### src/sv/vcc_pkg.sv
// vcc_pkg: shared types, constants and arithmetic helpers for vertex centroid centering
`timescale 1ns / 1ps

package vcc_pkg;

  localparam int MAX_VERTICES = 1024;
  localparam int COORD_BITS   = 32;
  localparam int INDEX_W      = 10;
  localparam int ADDR_W       = (MAX_VERTICES > 1) ? $clog2(MAX_VERTICES) : 1;
  localparam int CNT_W        = $clog2(MAX_VERTICES + 1);
  localparam int SUM_W        = COORD_BITS + ADDR_W;
  localparam int STEP_W       = $clog2(SUM_W);

  typedef logic signed [COORD_BITS-1:0] coord_t;
  typedef logic signed [SUM_W-1:0]      sum_t;
  typedef logic [SUM_W-1:0]             mag_t;
  typedef mag_t [2:0]                   mag3_t;
  typedef logic [CNT_W-1:0]             cnt_t;
  typedef logic [ADDR_W-1:0]            addr_t;
  typedef logic [INDEX_W-1:0]           index_t;

  localparam cnt_t CNT_MAX = CNT_W'(MAX_VERTICES);

  typedef struct packed {
    coord_t x;
    coord_t y;
    coord_t z;
  } vertex_t;

  typedef enum logic [1:0] {
    CMD_LOAD   = 2'd0,
    CMD_FINISH = 2'd1,
    CMD_READ   = 2'd2,
    CMD_SHIFT  = 2'd3
  } cmd_t;

  typedef enum logic [1:0] {
    KIND_CENTROID = 2'd0,
    KIND_VERTEX   = 2'd1,
    KIND_SHIFT    = 2'd2
  } kind_t;

  function automatic coord_t sat_sub(coord_t a, coord_t b);
    logic signed [COORD_BITS:0] d;
    coord_t res;
    d = {a[COORD_BITS-1], a} - {b[COORD_BITS-1], b};
    if (d[COORD_BITS] != d[COORD_BITS-1]) begin
      res = d[COORD_BITS] ? {1'b1, {(COORD_BITS-1){1'b0}}} : {1'b0, {(COORD_BITS-1){1'b1}}};
    end else begin
      res = d[COORD_BITS-1:0];
    end
    return res;
  endfunction

  function automatic mag_t abs_sum(sum_t s);
    mag_t m;
    m = s[SUM_W-1] ? mag_t'(-s) : mag_t'(s);
    return m;
  endfunction

  function automatic coord_t apply_sign(mag_t q, logic neg);
    mag_t qs;
    qs = neg ? (~q + mag_t'(1)) : q;
    return qs[COORD_BITS-1:0];
  endfunction

endpackage

### src/sv/vcc_div.sv
// vcc_div: three-lane restoring divider, one quotient bit per cycle
`timescale 1ns / 1ps

module vcc_div (
  input  logic          clk,
  input  logic          rst_n,
  input  logic          start,
  input  vcc_pkg::mag3_t dividend,
  input  vcc_pkg::cnt_t  divisor,
  output logic          done,
  output vcc_pkg::mag3_t quotient
);
  import vcc_pkg::*;

  logic              busy_r;
  logic              done_r;
  logic [STEP_W-1:0] step_r;
  cnt_t              div_r;
  mag3_t             dq_r;
  cnt_t              rem_r   [3];
  mag3_t             dq_nxt;
  cnt_t              rem_nxt [3];
  logic [CNT_W:0]    rem_sh  [3];
  logic [CNT_W:0]    diff    [3];

  always_comb begin
    for (int i = 0; i < 3; i++) begin
      rem_sh[i]  = {rem_r[i], dq_r[i][SUM_W-1]};
      diff[i]    = rem_sh[i] - {1'b0, div_r};
      rem_nxt[i] = diff[i][CNT_W] ? rem_sh[i][CNT_W-1:0] : diff[i][CNT_W-1:0];
      dq_nxt[i]  = {dq_r[i][SUM_W-2:0], ~diff[i][CNT_W]};
    end
  end

  always_ff @(posedge clk) begin
    if (!rst_n) begin
      busy_r <= 1'b0;
      done_r <= 1'b0;
      step_r <= '0;
    end else begin
      done_r <= 1'b0;
      if (start) begin
        busy_r <= 1'b1;
        step_r <= STEP_W'(SUM_W - 1);
      end else if (busy_r) begin
        if (step_r == '0) begin
          busy_r <= 1'b0;
          done_r <= 1'b1;
        end else begin
          step_r <= step_r - STEP_W'(1);
        end
      end
    end
  end

  always_ff @(posedge clk) begin
    if (start) begin
      div_r <= divisor;
      dq_r  <= dividend;
      for (int i = 0; i < 3; i++) begin
        rem_r[i] <= '0;
      end
    end else if (busy_r) begin
      dq_r <= dq_nxt;
      for (int i = 0; i < 3; i++) begin
        rem_r[i] <= rem_nxt[i];
      end
    end
  end

  assign done     = done_r;
  assign quotient = dq_r;

endmodule

### config.mk
export PLATFORM = sky130hd
export DESIGN_NAME = vcc_div
export DESIGN_NICKNAME = d
export VERILOG_FILES = /design/src/sv/vcc_pkg.sv /design/src/sv/vcc_div.sv
export SDC_FILE = /design/constraint.sdc
export NUM_CORES = 1
export LEC_CHECK = 0
export ABC_AREA = 1
export BUFFER_PORTS_ARGS = -buffer_cell sky130_fd_sc_hd__buf_2
export CAP_MARGIN = 10
export CORE_ASPECT_RATIO = 0.75
export CORE_MARGIN = 3
export CORE_UTILIZATION = 53
export DETAILED_ROUTE_END_ITERATION = 10
export PLACE_DENSITY = 0.84
export SYNTH_ARGS = -nofsm -noshare
export SYNTH_HDL_FRONTEND = slang
export SYNTH_SLANG_ARGS = --single-unit
### constraint.sdc
create_clock -name clk -period 5.55 [get_ports clk]
set_input_delay 0.2775 -clock clk [delete_from_list [all_inputs] [get_ports clk]]
set_output_delay 0.2775 -clock clk [all_outputs]
set_load 0.03 [all_outputs]
# [After elaboration in Yosys (flattened, before gate mapping)]
# Memories as Yosys holds them, arrays and structs flattened.
# Index checks and enable logic that the tools add are counted.
[classes] shift=0 reduce_logical=6 n_mux=20 add_sub_neg=4 eq_ne=1 n_bitwise=9 mul=0 order_cmp=0 div=0
[ops] op="$mux 126" n=2
[ops] op="$mux 11" n=6
[ops] op="$sub 12x11->12" n=3
[ops] op="$mux 6" n=3
[ops] op="$mux 1" n=9
[ops] op="$logic_not 6->1" n=1
[ops] op="$not 1->1" n=6
[ops] op="$sub 6x1->6 const B" n=1
[ops] op="$reduce_and 2->1" n=2
[ops] op="$or 1x1->1" n=3
[ops] op="$reduce_or 3->1" n=1
[ops] op="$ne 2x2->1 const B" n=1
[ops] op="$reduce_bool 2->1" n=1
[ops] op="$reduce_or 2->1" n=1
[totals] out_inout_bits=127 inputBits=140 romBits=0 n_memories=1 mem_bits_rw=33 ff_bits=145 latchBits=0 word_cells=49
[memory_table] memory="rem_r" words=3 word_bits=11 read_ports=3 rd_clocked_by_memory_dff=0 wr=3 line="vcc_div.sv:20" text="cnt_t rem_r [3];"

# [Longest topological paths before layout]
# Gate-level depths: netlist (run 1).
[logic_depth] depth_word=4 depth_mapped=12 depth_no_buf=12

# [Worst setup path before layout (run 1)]
# Ideal clock, no wire load.
[synth_timing] kind="input-to-reg" from="input port start" to="register dq_r, in the netlist quotient[0], enable pin" t_arrival_ns=3.578 setup_slack_ns=0.657 stages=5 required_time_ns=4.235 path_buffers=3 cell_sequence="clkbuf_1 > inv_1 > buf_2 > clkbuf_1 > nand2_1"
[synth_between] elab_chain_cells=1
[synth_lines] item="start: declaration" line="vcc_div.sv:7" text="input logic start,"
[synth_lines] item="$reduce_bool 2->1 (no line)"
[synth_lines] item="end signal: assignment" line="vcc_div.sv:59" text="dq_r <= dividend;"
[synth_lines] item="end signal: assignment" line="vcc_div.sv:64" text="dq_r <= dq_nxt;"
[synth_lines] item="end: declaration" line="vcc_div.sv:19" text="mag3_t dq_r;"
# Every way passes these cells.
# A chain may end at the register's enable or synchronous reset.

# [Final worst setup path (run 1)]
[layout_timing] from="input port start" to="register dq_r, in the netlist quotient[103], enable pin"
# The elaborated chain is that of the path after synthesis.

==> impl_metrics.ini, run 1 <==
[yosys]
synth.distinct_cells = 39
yosysWarnings = 0
syn-num-nets = 1337
seq_area_frac_synth_pct = 53.6
synth_edf_count = 170
synthFlopType = edfxtp_1
ys_seq_elements = 178
async_reset_ff_share_pct = 0
synth_adder_area_share_pct = 4.94
syn_avg_cell_area_sq_um = 8.47
synth_cells = 1160
synth-simple-area-share_pct = 32.7
synth_compound_area_share_pct = 1.95
synth-xor-area-share_pct = 1.34
syn-cell-area_sq_um = 9820
synth_top_family_by_area = simple AND/OR/NAND/NOR gates
synth_mux_area_share_pct = 0

[pwr]
p_switching_w = 0.00139
p_clk_share_pct = 29.7
p_total_w = 0.00396
intPower_w = 0.00257
switching_share_pct = 35.1
p_leak_nw = 6.16
p_seq_share_pct = 43.6
combinationalPowerShare_pct = 26.6
max-vdd-ir-drop_mv = 0.256
power.density_nw_per_um2 = 331

[clock_network]
cts_setup_buffers = 0
clkLatencyLatePin_ns = 0.43
ctsHoldBuffers = 0
clockBufferDepth = 2
tritoncts = yes
numCtsBuffers = 17
cts_max_level = 4
clkTransAtPathRegs_ns = 0.07
root_buffer = clkbuf_16
cts.repair.resized = 0
clock-sinks = 178

[setup_path]
r2r_cells = 8
regToRegSetupSlack_ns = 3.23
critical_path_required_ns = 5.63
crit_path_max_fanout = 86
crit_path_end_kind = flip-flop
cp_slowest_cell = nand2_4
r2r_start = div_r[1]
cpPeakStageDelay_ns = 0.82
reg2reg_to = quotient[42]
crit_path_start_kind = input pin
critPathKind = in2reg
critical_path.startpoint = start
worst-endpoint-arrival_ns = 2.41
crit_chain = buf_4 > inv_4 > nand2_4 > buf_12
crit_path_end = quotient[103]

[place]
port_buffers = 266
dp.cells = 1640
dpl_cell_area_sq_um = 11400
place_hpwl_microns = 19400
place.gp.congestion = 0.923

[cells_and_area]
final_nets = 1594
final_common_cell = nand2_1
instances_no_fill = 1671
final_area_sq_um = 12000
drive_above_1_share_pct = 24.5
final_cell_mix = 539 x nand2_1, 265 x buf_2, 170 x edfxtp_1
antenna_cells = 0
syn_to_final_growth_pct = 21.8

[global_routing]
globalRouteOverflowTotal = 0
grt_util_met2_pct = 43.1
track_usage_pct = 26.1
grt_use_met1_pct = 34.0
grt_pass1_wl_microns = 40800
gr-max-usage-layer = met2
grtUsageMet3_pct = 6.18
grt_pass1_vias = 8132
grt_max_degree = 96
antenna_found_initial = 5

[timing]
hold_ws_ns = 0.0253
timing.slew.headroom_pct = 31.5
finClkSkew_ns = 0.00995
rsz0062_at_grt = no
final.period_utilization_pct = 42.0
fin_setup_tns_ns = 0
period_needed_ns = 2.33
hold_viol_final = 0
clock.fmax_ghz = 0.429
worstMarginPinSlew_ns = 1.03
report.final.slew_viol_count = 0
setup_violations = 0

[route]
wl_per_cell_microns = 16.0
ant_nets = 0
drt-initial-drc-count = 768
wirelength_microns = 26700
firstDrtPassIters = 7
drc = 0
vias_per_cell = 5.20
num_vias = 8687

[die]
die_h_microns = 124
coreArea_sq_um = 17900
start_util_pct = 54.8
die-area_sq_um = 20200
die_w_microns = 163
rows = 42
ios = 267

[flow_run]
cap_violations = 0

[outcome]
outcome = completed

[worst_hold_path]
min_path_type = in2reg
-- cells by family after synthesis --
logic type | count (synthesis)
XOR/XNOR | 15
adder cells (fa/ha/maj) | 37
flip-flops | 178
AND/OR/NAND/NOR | 755
buffers and inverters | 144
AO/OA/AOI/OAI | 31
-- worst min path at each step --
stage / to / start / cells after the start / slack, ns
3_5_place_dp: div_r[1] / divisor[1] / 1 / 0.46
6_report: div_r[7] / divisor[7] / 1 / 0.03
2_1_floorplan: step_r[3] / rst_n / 2 / 0.38
4_1_cts: div_r[7] / divisor[7] / 1 / 0.01
3_3_place_gp: div_r[1] / divisor[1] / 1 / 0.45
5_1_grt: div_r[3] / divisor[3] / 1 / 0.007
-- worst max-delay path, delay by kind of cell --
| kind | cells | cell delay [ns] |
|---|---|---|
| buf+inv | 3 | 1.18 |
| simple gates | 1 | 0.82 |
-- power groups by stage --
stage,combinational (W),clock (W),sequential (W)
finish,0.00105,0.00118,0.00173
global route,0.00116,0.00124,0.00174
CTS,0.00105,0.00118,0.00173
detailed placement,0.00104,0,0.00175
global placement,0.00102,0,0.00175
floorplan,0.000542,0,0.00195
-- stage by stage --
step / setup WS (ns) / utilization [%]
finish: 3.22 / 66.8
detailed placement: 2.78 / 63.6
floorplan: 0.657 / -
global route: 3.07 / 66.8
CTS: 3.23 / 66.8
global placement: 2.78 / 63.6
-- cell usage after synthesis, types with 3 or more instances --
| cell type | n | area, sq um |
|---|---|---|
| a21oi_1 | 15 | 75.1 |
| clkbuf_1 | 29 | 109 |
| dfxtp_1 | 8 | 160 |
| edfxtp_1 | 170 | 5100 |
| fa_1 | 3 | 60.1 |
| ha_1 | 34 | 425 |
| inv_1 | 108 | 405 |
| inv_2 | 4 | 15.0 |
| nand2_1 | 540 | 2030 |
| nand2_2 | 8 | 50.1 |
| nand2_4 | 8 | 90.1 |
| nand3_1 | 66 | 330 |
| nand4_1 | 16 | 100 |
| nand4_2 | 3 | 37.5 |
| nor2_1 | 89 | 334 |
| nor2_2 | 10 | 62.6 |
| o21ai_0 | 3 | 15.0 |
| o21ai_1 | 3 | 15.0 |
| o21bai_1 | 4 | 30.0 |
| xnor2_1 | 7 | 61.3 |
| xor2_1 | 8 | 70.1 |
-- metal layers --
metal | wire [microns] | up-vias
li1 | - | 4236
met1 | 10600 | 3975
met2 | 12900 | 405
met3 | 2300 | 61
met4 | 824 | 10
met5 | 61 | -
-- flip-flops by register name, summed over array words and instances, names as in the netlist --
name / count
step_r: 6
div_r: 11
done: 1
busy_r: 1
quotient: 126
rem_r: 33
-- layout make-up --
cell class,instances,area [sq um]
clock inverters,14,144
fillers,1400,5960
flip-flops and latches,178,5270
well taps,242,303
multi-input cells,838,4030
clock buffers,17,425
inverters,112,423
repair buffers,270,1380
Note: power is estimated with default switching activity, not from simulation.
==> inputs of run 2 (changes only) <==
--- a/config.mk
+++ b/config.mk
@@ -10,9 +10,9 @@
 export CAP_MARGIN = 10
 export CORE_ASPECT_RATIO = 0.75
 export CORE_MARGIN = 3
-export CORE_UTILIZATION = 53
+export CORE_UTILIZATION = 48
 export DETAILED_ROUTE_END_ITERATION = 10
-export PLACE_DENSITY = 0.84
+export PLACE_DENSITY = 0.8
 export SYNTH_ARGS = -nofsm -noshare
 export SYNTH_HDL_FRONTEND = slang
 export SYNTH_SLANG_ARGS = --single-unit
==> constraint.sdc (replaced) <==
create_clock -name clk -period 2.05 [get_ports clk]
set_input_delay 0.1025 -clock clk [delete_from_list [all_inputs] [get_ports clk]]
set_output_delay 0.1025 -clock clk [all_outputs]
set_load 0.03 [all_outputs]
==> impl_metrics.ini, run 2 (synthesized netlist as in run 1, its figures left out) <==
[clock_network]
clockBufferDepth = 2
tritoncts = yes
cts_max_level = 4
root_buffer = clkbuf_16
numCtsBuffers = 17
clkLatencyLatePin_ns = 0.45
clock-sinks = 178
clkTransAtPathRegs_ns = 0.08

[die]
coreArea_sq_um = 19700
die_w_microns = 171
ios = 267
start_util_pct = 49.8
rows = 44
die-area_sq_um = 22200
die_h_microns = 130

[setup_path]
crit_family = adder cells
cpPeakStageDelay_ns = 0.48
worst-endpoint-arrival_ns = 2.27
critical_path_required_ns = 2.24
critical_path.startpoint = div_r[0]
crit_path_max_fanout = 3
crit_path_start_kind = flip-flop
crit_path_end_kind = flip-flop
critical_path_depth = 9
r2r_cells = 9
regToRegSetupSlack_ns = -0.03
r2r_start = div_r[0]
crit_chain = ha_2 > inv_2 > fa_2 > nand3_2 > nand3_2 > buf_4 > xor2_1 > nor2_2 > nor2_1
crit_path_end = rem_r[0][26]
reg2reg_to = rem_r[0][26]
cp_slowest_cell = edfxtp_1
critPathKind = reg2reg
crit_buf_inv = 2
cp_common_cell = nand3_2

[cells_and_area]
drive_above_1_share_pct = 30.3
fillers = 1297
final_area_sq_um = 14400
multi_input_area_sq_um = 4450
final_common_cell = nand2_1
final_cell_mix = 523 x nand2_1, 265 x buf_2, 170 x edfxtp_1
largest_register_ffs = 126
seq_area_sq_um = 5270
syn_to_final_growth_pct = 46.5
final_nets = 1804

[route]
dr_wl_met3_microns = 3140
num_vias = 10154
drt-initial-drc-count = 1057
route.met2.wl_microns = 17000
ant_nets = 0
wirelength_microns = 35200
drc = 0
vias_per_cell = 5.35
firstDrtPassIters = 6
wl_met1_microns = 13000
wl_per_cell_microns = 18.6
routed.top_layer = met4

[place]
post-place-ws_ns = -0.0588
place_hpwl_microns = 21200
place.gp.congestion = 0.912
port_buffers = 266
dpl_cell_area_sq_um = 11900

[global_routing]
track_usage_pct = 30.6
grt_pass1_vias = 9937
globalRouteOverflowTotal = 0
grt_pass1_wl_microns = 52400
grt_max_degree = 124
antenna_found_initial = 3

[pwr]
intPower_w = 0.00752
max-vdd-ir-drop_mv = 0.536
p_seq_share_pct = 40.0
p_switching_w = 0.00427
p_total_w = 0.0118
switching_share_pct = 36.2
power.density_nw_per_um2 = 819
combinationalPowerShare_pct = 31.6
p_clk_share_pct = 28.4
p_leak_nw = 7.17

[timing]
fin_setup_tns_ns = -0.0508
period_needed_ns = 2.08
clock.fmax_ghz = 0.481
timing.slew.headroom_pct = 57.4
rsz0062_at_grt = yes
hold_viol_final = 0
report.final.slew_viol_count = 0
worstMarginPinSlew_ns = 0.638
final.period_utilization_pct = 101
finClkSkew_ns = 0.0178
setup_slack_ns = -0.0285
hold_ws_ns = 0.0234
setup_violations = 3

[outcome]
outcome = complete, but fails checks
violations = negative setup slack

[worst_hold_path]
min_path_type = in2reg

[flow_run]
cap_violations = 0
[run 2: cell count changes in the layout (fill, tap and decap cells not counted), sizes merged, moves of 2 or more]
cell,before,now
inv,118,120
dlygate4sd3,0,135
diode,0,4
buf,270,343
[run 2: stage by stage]
stage | utilization [%] | std cells
3_3_place_gp | 60.5 | 1710
5_1_grt | 73.0 | 1896
4_1_cts | 70.5 | 1877
2_1_floorplan | - | 1160
6_report | 73.1 | 1897
3_5_place_dp | 60.5 | 1710
[run 2: layout make-up]
cell class	count	area share, %
Sequential cell	178	36.6
Multi-Input combinational cell	840	30.9
Timing Repair Buffer	478	23.2
Inverter	112	2.99
Clock buffer	18	2.98
Tap cell	253	2.20
Clock inverter	14	1.15
Antenna cell	4	0.0695
[run 2: routing by layer]
layer,up-vias,track usage [%]
met1,4641,37.9
met4,0,15.9
met3,164,6.66
met2,671,50.7
met5,-,0
li1,4678,-
[run 2: power groups by stage]
stage | registers [W] | clock network (W) | logic (W)
6_report | 0.00472 | 0.00335 | 0.00373
5_1_grt | 0.00475 | 0.00349 | 0.00402
4_1_cts | 0.00467 | 0.00335 | 0.00333
3_5_place_dp | 0.00474 | 0 | 0.00310
3_3_place_gp | 0.00473 | 0 | 0.00305
2_1_floorplan | 0.00525 | 0 | 0.00148
[run 2: worst register-to-register path, delay by kind of cell, from the launching register on]
kind / cells / cell delay, ns
buffers and inverters: 2 / 0.20
adders and majority gates: 2 / 0.66
and+or+nand+nor: 4 / 0.33
xor gates and xnor gates: 1 / 0.16
DFF: 1 / 0.48
[run 2: how the worst min path moves through the flow]
| stage | startpoint | end | slack (ns) | depth (start not counted) |
|---|---|---|---|---|
| final | dividend[39] | quotient[39] | 0.02 | 3 |
| after global routing | dividend[41] | quotient[41] | 0.02 | 3 |
| after CTS | dividend[84] | quotient[84] | 0.006 | 3 |
| after detailed placement | divisor[2] | div_r[2] | 0.28 | 1 |
| after global placement | divisor[1] | div_r[1] | 0.28 | 1 |
| after floorplan | rst_n | step_r[3] | 0.20 | 2 |
[run 2: timing repair]
action,in CTS,in global routing
pin swaps,1,35
cloned,0,2
buffers inserted,0,14
gates resized for setup,7,84
endpoints found under the hold margin,141,0
hold buffers,135,0
endpoints found under the setup margin,27,35
